### src/lsm_pkg.sv
package lsm_pkg;

  localparam int BYTE_W     = 8;
  localparam int PAT_BYTES  = 16;
  localparam int PAT_W      = PAT_BYTES * BYTE_W;
  localparam int LEN_W      = 5;
  localparam int PAT_IDX_W  = 4;
  localparam int INDEX_W    = 32;
  localparam int CFG_IDX_W  = 2;
  localparam int CFG_DATA_W = 64;
  localparam int OUT_DATA_W = 40;
  localparam int MAX_PATTERN_DEFAULT = 16;

  localparam logic [BYTE_W-1:0] NEWLINE = 8'h0A;

  localparam logic [CFG_IDX_W-1:0] REG_PATTERN_LOW    = 2'd0;
  localparam logic [CFG_IDX_W-1:0] REG_PATTERN_HIGH   = 2'd1;
  localparam logic [CFG_IDX_W-1:0] REG_PATTERN_LENGTH = 2'd2;

  typedef struct packed {
    logic shift;
    logic clear;
  } cell_ctrl_t;

  function automatic logic [BYTE_W-1:0] pat_sel(input logic [PAT_W-1:0] pat,
                                                input logic [PAT_IDX_W-1:0] idx);
    return pat[idx*BYTE_W +: BYTE_W];
  endfunction

endpackage

### src/lsm_cell.sv
module lsm_cell (
  input  logic                       clk,
  input  logic                       rst,
  input  lsm_pkg::cell_ctrl_t        ctrl,
  input  logic [lsm_pkg::BYTE_W-1:0] data_in,
  input  logic                       valid_in,
  input  logic [lsm_pkg::BYTE_W-1:0] pat_byte,
  input  logic                       active,
  output logic [lsm_pkg::BYTE_W-1:0] data_q,
  output logic                       valid_q,
  output logic                       ok
);
  import lsm_pkg::*;

  logic [BYTE_W-1:0] data;
  logic              valid;

  always_ff @(posedge clk) begin
    if (rst) begin
      valid <= 1'b0;
    end else if (ctrl.clear) begin
      valid <= 1'b0;
    end else if (ctrl.shift) begin
      valid <= valid_in;
    end
  end

  always_ff @(posedge clk) begin
    if (ctrl.shift) begin
      data <= data_in;
    end
  end

  assign data_q  = data;
  assign valid_q = valid;
  assign ok      = !active || (valid && (data == pat_byte));

endmodule

### src/line_substring_matcher_unit.sv
// Fixed-string line matcher: takes one text byte per cycle unless stalled and, for
// each line ended by a newline byte or by a byte with s_tlast set, returns one
// transaction with the line index, a matched flag and a final-line flag. The
// line result appears on the master side the cycle after its ending byte is
// taken. The recent bytes of the line sit in a row of MAX_PATTERN-1 cells that
// shift once per non-newline byte, each comparing its byte with its pattern
// byte, so the window compare finishes in the cycle of the byte. The input
// stalls only while a line result waits unaccepted on the output.
module line_substring_matcher_unit #(
  parameter int MAX_PATTERN = lsm_pkg::MAX_PATTERN_DEFAULT
) (
  input  logic                           clk,
  input  logic                           rst,
  input  logic                           s_tvalid,
  output logic                           s_tready,
  input  logic [lsm_pkg::BYTE_W-1:0]     s_tdata,   // [7:0] data_byte
  input  logic                           s_tlast,   // stream_end
  output logic                           m_tvalid,
  input  logic                           m_tready,
  output logic [lsm_pkg::OUT_DATA_W-1:0] m_tdata,   // [31:0] line_index, [32] line_matched
  output logic                           m_tlast,   // final_line
  input  logic                           cfg_valid,
  output logic                           cfg_ready,
  input  logic [lsm_pkg::CFG_IDX_W-1:0]  cfg_index,
  input  logic [lsm_pkg::CFG_DATA_W-1:0] cfg_data
);
  import lsm_pkg::*;

  localparam int HIST = MAX_PATTERN - 1;
  localparam logic [LEN_W-1:0] MAX_LEN = LEN_W'(MAX_PATTERN);

  logic [PAT_W-1:0]   pattern;
  logic [LEN_W-1:0]   pattern_length;
  logic [LEN_W-1:0]   len_eff;
  logic               line_hit;
  logic [INDEX_W-1:0] line_counter;
  logic [INDEX_W-1:0] out_index;
  logic               out_matched;
  logic               out_last;

  logic               accept;
  logic               is_nl;
  logic               emit;
  logic               hit_now;
  logic [BYTE_W-1:0]  last_pat;
  cell_ctrl_t         ctrl;

  logic [BYTE_W-1:0]  cell_data [HIST];
  logic [HIST-1:0]    cell_valid;
  logic [HIST-1:0]    cell_ok;

  assign cfg_ready = 1'b1;

  always_ff @(posedge clk) begin
    if (rst) begin
      pattern        <= '0;
      pattern_length <= LEN_W'(1);
    end else if (cfg_valid && cfg_ready) begin
      unique case (cfg_index)
        REG_PATTERN_LOW:    pattern[CFG_DATA_W-1:0]     <= cfg_data;
        REG_PATTERN_HIGH:   pattern[PAT_W-1:CFG_DATA_W] <= cfg_data;
        REG_PATTERN_LENGTH: pattern_length              <= cfg_data[LEN_W-1:0];
        default: ;
      endcase
    end
  end

  always_comb begin
    len_eff = pattern_length;
    if (len_eff == '0) begin
      len_eff = LEN_W'(1);
    end else if (len_eff > MAX_LEN) begin
      len_eff = MAX_LEN;
    end
  end

  assign last_pat = pat_sel(pattern, PAT_IDX_W'(len_eff - LEN_W'(1)));

  assign s_tready   = !m_tvalid || m_tready;
  assign accept     = s_tvalid && s_tready;
  assign is_nl      = (s_tdata == NEWLINE);
  assign emit       = is_nl || s_tlast;
  assign ctrl.shift = accept && !is_nl;
  assign ctrl.clear = accept && emit;
  assign hit_now    = !is_nl && (&cell_ok) && (s_tdata == last_pat);

  for (genvar j = 0; j < HIST; j++) begin : g_cell
    logic [PAT_IDX_W-1:0] idx;
    logic                 active;
    logic [BYTE_W-1:0]    din;
    logic                 vin;

    assign idx    = PAT_IDX_W'(len_eff - LEN_W'(2) - LEN_W'(j));
    assign active = LEN_W'(j) < (len_eff - LEN_W'(1));

    if (j == 0) begin : g_head
      assign din = s_tdata;
      assign vin = 1'b1;
    end else begin : g_link
      assign din = cell_data[j-1];
      assign vin = cell_valid[j-1];
    end

    lsm_cell u_cell (
      .clk      (clk),
      .rst      (rst),
      .ctrl     (ctrl),
      .data_in  (din),
      .valid_in (vin),
      .pat_byte (pat_sel(pattern, idx)),
      .active   (active),
      .data_q   (cell_data[j]),
      .valid_q  (cell_valid[j]),
      .ok       (cell_ok[j])
    );
  end

  always_ff @(posedge clk) begin
    if (rst) begin
      m_tvalid     <= 1'b0;
      line_hit     <= 1'b0;
      line_counter <= '0;
    end else begin
      if (m_tvalid && m_tready) begin
        m_tvalid <= 1'b0;
      end
      if (accept) begin
        if (emit) begin
          m_tvalid     <= 1'b1;
          line_hit     <= 1'b0;
          line_counter <= s_tlast ? '0 : line_counter + INDEX_W'(1);
        end else begin
          line_hit <= line_hit || hit_now;
        end
      end
    end
  end

  always_ff @(posedge clk) begin
    if (accept && emit) begin
      out_index   <= line_counter;
      out_matched <= line_hit || hit_now;
      out_last    <= s_tlast;
    end
  end

  assign m_tdata = {{(OUT_DATA_W - INDEX_W - 1){1'b0}}, out_matched, out_index};
  assign m_tlast = out_last;

endmodule

### config.mk
export PLATFORM = sky130hd
export DESIGN_NAME = line_substring_matcher_unit
export DESIGN_NICKNAME = d
export VERILOG_FILES = /design/src/lsm_pkg.sv /design/src/lsm_cell.sv /design/src/line_substring_matcher_unit.sv
export SDC_FILE = /design/constraint.sdc
export NUM_CORES = 1
export LEC_CHECK = 0
export BUFFER_PORTS_ARGS = -buffer_cell sky130_fd_sc_hd__buf_2
export CAP_MARGIN = 20
export CORE_UTILIZATION = 55
export CTS_CLUSTER_SIZE = 14
export DETAILED_ROUTE_END_ITERATION = 12
export HOLD_SLACK_MARGIN = 0.12
export PLACE_DENSITY = 0.73
export SLEW_MARGIN = 25
export SYNTH_ARGS = -nofsm -noshare
export SYNTH_HDL_FRONTEND = slang
export SYNTH_SLANG_ARGS = --single-unit
### constraint.sdc
create_clock -name clk -period 6.6 [get_ports clk]
set_input_delay 1.32 -clock clk [delete_from_list [all_inputs] [get_ports clk]]
set_output_delay 1.32 -clock clk [all_outputs]
set_load 0.01 [all_outputs]
==> Flow_metrics.wiki <==
{| class="wikitable"
! Metric !! Value
|-
| Clock network power share || 37.5%
|-
| Clk buf depth || 3
|-
| Die span in x || roughly 200 um
|-
| GR Util All Layers || about two fifths
|-
| Total clock sinks || about 340
|-
| Worst slew pin tran || 1050 ps
|-
| Buffers inserted by post-CTS timing repair || 0
|-
| Pin count of the biggest net entering global routing || ~100
|-
| Iteration-0 DRC count of the detailed router || roughly 2.3k
|-
| Die Y-Extent || around 200 um
|-
| Setup crit start kind || register
|-
| Hold buffer count at CTS || 0
|-
| Dpl ws || around 1100 ps
|-
| Number of storage elements in the synthesis netlist || about 340
|-
| Clk_lat worst skew || 570 ps
|-
| Via count of the first global-routing pass || between 15k and 20k
|-
| Outcome || complete, no violations
|-
| Number of cells on the worst reg-to-reg path || 14
|-
| Critical path fanouts, max || 24
|-
| Critical Path RT || 7020 ps
|-
| Setup violation total in the final timing report || 0
|-
| Ant. Diodes || 0
|-
| Number of buffers created by CTS || 37
|-
| Switching power share of the total || between 20 and 30%
|-
| R2r setup slk || roughly 1100 ps
|-
| Clock-pin slew on the worst setup and hold paths || 60 ps
|-
| DRC || 0
|-
| Number of resized instances in the post-cts repair step || 0
|-
| Post-Layout Cell Count || between 2k and 3k
|-
| Headroom to the max-slew limit || a little under a third
|-
| First-pass GRT wire length || around 110000 um
|-
| Number of top-level pins || ~120
|-
| Time the final worst path needs with I/O delays and setup || between 5000 and 6000 ps
|-
| Congestion Overflow GR || 0
|-
| Filler Cell Count || between 3k and 4k
|-
| Crit path arrival time || between 5000 and 6000 ps
|-
| Clk root buf || clkbuf_16
|-
| Seq/Total Area, Yosys || approximately two fifths
|-
| Final HPWL from detailed placement || 59100 um
|-
| Portion of total power attributed to sequential cells || about 45%
|-
| RSZ-0062 raised after global routing || false
|-
| Type of the worst setup path || reg2reg
|-
| Core Rows || 71
|-
| Cell depth of the worst hold path || 0
|-
| Final Hold Violating Endpoints || 0
|-
| Per-instance average area after synthesis || ~10 um2
|-
| Detailed Route WL || approximately 80000 um
|-
| Count of input and output buffers || 115
|-
| Internal Power || between 0.003 and 0.004 W
|-
| Warnings, synthesis || 0
|-
| Type of element capturing the critical path || register
|-
| Post-synth cell types || 80
|-
| Synthesized netlist cell count || around 2.2k
|-
| Worst setup slack after layout || 1050 ps
|-
| Period utilization || between 80 and 90%
|-
| Seq. cell area || between 8000 and 9000 um2
|-
| Area growth, synth to finish || 10.1%
|-
| Initial core utilization || a little under three fifths
|-
| Number of antenna violations at the first check in global routing || 1
|-
| Skew final || roughly 26 ps
|-
| Antenna-violating nets left || 0
|-
| Area of the die || between 30000 and 40000 um2
|-
| Worst reg2reg path startpoint || pattern_length[4]$_SDFFE_PP0P_
|-
| Routed length per instance || approximately 29 um
|-
| Multi-input gate area || 12100 um2
|-
| Nets || between 2k and 2.5k
|-
| Fraction of layout instances using a drive strength above 1 || 19.6%
|-
| Clock tree from TritonCTS || done
|-
| Power density over the cells || 230 nW/um2
|-
| Cell area after technology mapping || approximately 21000 um2
|-
| Pins over their slew limit || 0
|-
| Avg Vias per Cell || around 6.7
|-
| CTS HTree Levels || 2
|-
| Highest achievable clock rate || 0.180 GHz
|-
| Switching component of the power || approximately 0.0015 W
|-
| Combinational share of power || roughly 18%
|-
| Worst Hold Margin || around 460 ps
|-
| Post-synth top flop || dfxtp_1
|-
| Post-synth ARST share || 0%
|-
| Number of instances in the placed design || between 2k and 3k
|-
| Number of enable flip-flop cells after synthesis || about 150
|-
| Leakage dissipation || between 8 and 9 nW
|-
| Max-cap violations || 0
|-
| Setup total negative slack || 0 ps
|-
| Worst IR Drop VDD || about 0.27 mV
|-
| Worst hold endpoint || out_index[31]$_DFFE_PP_
|-
| Core Footprint || ~38000 um2
|-
| Routability congestion estimate from global placement || 1.04
|-
| Worst hold path type || reg2reg
|-
| Vias || 18.2k
|-
| Worst hold path startpoint || line_counter[31]$_SDFFE_PP0P_
|-
| Capture instance of the worst register-to-register path || out_matched$_DFFE_PP_
|-
| Number of iterations in the first detailed-routing pass || 7
|}
==> power by group through the flow <==
stage / clock (W) / combinational (W) / sequential [W]
after floorplan: 0 / 0.000608 / 0.00238
after global placement: 0 / 0.000896 / 0.00242
after detailed placement: 0 / 0.000904 / 0.00242
after CTS: 0.00200 / 0.000907 / 0.00238
after global routing: 0.00208 / 0.000980 / 0.00238
final: 0.00199 / 0.000934 / 0.00238
==> worst max-delay path by stage <==
stage,from,endpoint,slack (ps),cells after the start
final,pattern_length[4]$_SDFFE_PP0P_,out_matched$_DFFE_PP_,1050,14
after CTS,pattern_length[2]$_SDFFE_PP0P_,line_hit$_SDFFE_PP0P_,1070,14
after detailed placement,pattern_length[2]$_SDFFE_PP0P_,line_hit$_SDFFE_PP0P_,1080,14
after global routing,pattern_length[2]$_SDFFE_PP0P_,out_matched$_DFFE_PP_,800,13
after global placement,pattern_length[2]$_SDFFE_PP0P_,line_hit$_SDFFE_PP0P_,1120,14
after floorplan,m_tready,g_cell[0].u_cell.data_q[0]$_DFFE_PP_,480,6
==> sequential cells by signal (all words and copies together) (netlist names) <==
| register | flops |
|---|---|
| out_index | 32 |
| m_tvalid | 1 |
| pattern | 128 |
| m_tlast | 1 |
| line_counter | 32 |
| pattern_length | 5 |
| g_cell.u_cell.data_q | 120 |
| g_cell.u_cell.valid_q | 15 |
| out_matched | 1 |
| line_hit | 1 |
==> worst max-delay path, cell delays in order (launching register included) <==
cell,delay (ps)
dfxtp_1,370
buf_4,240
and2b_1,650
inv_2,290
xnor2_2,810
buf_4,360
nand3_1,270
a221o_1,460
a21o_1,170
a2111oi_2,420
nand4_1,230
o41a_1,480
o41ai_2,400
inv_1,70
o21ai_1,150
==> metrics by stage <==
step	cell area, um2	util, %	total power, W
floorplan	21000	-	0.00299
detailed placement	21900	58.4	0.00332
CTS	23100	61.5	0.00528
global placement	21900	58.4	0.00331
finish	23100	61.5	0.00531
global route	23100	61.5	0.00544
==> area by class of cell <==
class | instances | area share [%]
clock buffer | 48 | 4.45
clock inverter | 17 | 0.536
inverter | 17 | 0.330
multi-input combinational | 1635 | 52.2
sequential | 336 | 35.8
tap | 511 | 2.77
timing repair buffer | 156 | 3.94
==> logic make-up after synthesis <==
| logic type | share of synthesized area, % |
|---|---|
| AND/OR/NAND/NOR | 16.2 |
| AO/OA/AOI/OAI | 13.5 |
| flip-flops | 39.4 |
| multiplexers | 19.9 |
| buffers and inverters | 3.74 |
| XOR/XNOR | 6.55 |
| adder cells (fa/ha/maj) | 0.656 |
| other | 0.0358 |
==> Yosys cell counts, types with 10 or more instances <==
cell       instances  area share [%]
edfxtp_1         154              22
o21ai_0          101             2.4
buf_2             11            0.26
ha_1              11            0.66
o21a_1            10            0.36
nand2_1          368             6.6
or2_2             25            0.75
nor2_1            98             1.8
nand4_1           18            0.54
xor2_1            83             3.5
a211oi_1          29             1.0
a21oi_1          165             3.9
dfxtp_1          182              17
nor3_1            19            0.45
nand2b_1          48             1.4
mux2i_1           90             4.3
mux4_2           106              11
nor2b_1           10            0.30
xnor2_1           72             3.0
nand3_1           74             1.8
nor4_1            18            0.54
a22oi_1           25            0.89
nor4b_1           10            0.42
a2111oi_0         10            0.42
mux2_2            58             3.1
inv_1             11            0.20
a31oi_1           61             1.8
clkbuf_1         112             2.0
and3_1            10            0.30
buf_1             34            0.61
==> placed cells by master (no fill, tap or decap), types with 25 or more instances in the layout <==
cell type / n
a21oi_1: 164
buf_2: 114
a211oi_1: 29
edfxtp_1: 154
nor2_1: 98
xnor2_1: 67
a31oi_1: 61
mux2_2: 58
nand2_1: 368
dfxtp_1: 181
nand2b_1: 46
mux4_2: 106
buf_4: 40
o21ai_0: 101
nand3_1: 74
mux2i_1: 90
or2_2: 25
a22oi_1: 25
xor2_1: 81
clkbuf_16: 38
==> metal layers <==
metal,track usage [%],vias to the layer above,wire length (um)
met5,0,-,14
met2,59.2,1157,33500
met3,9.80,198,9130
met4,18.2,2,4190
li1,-,7964,-
met1,55.8,8855,31000
(Power assumes the default switching activity.)
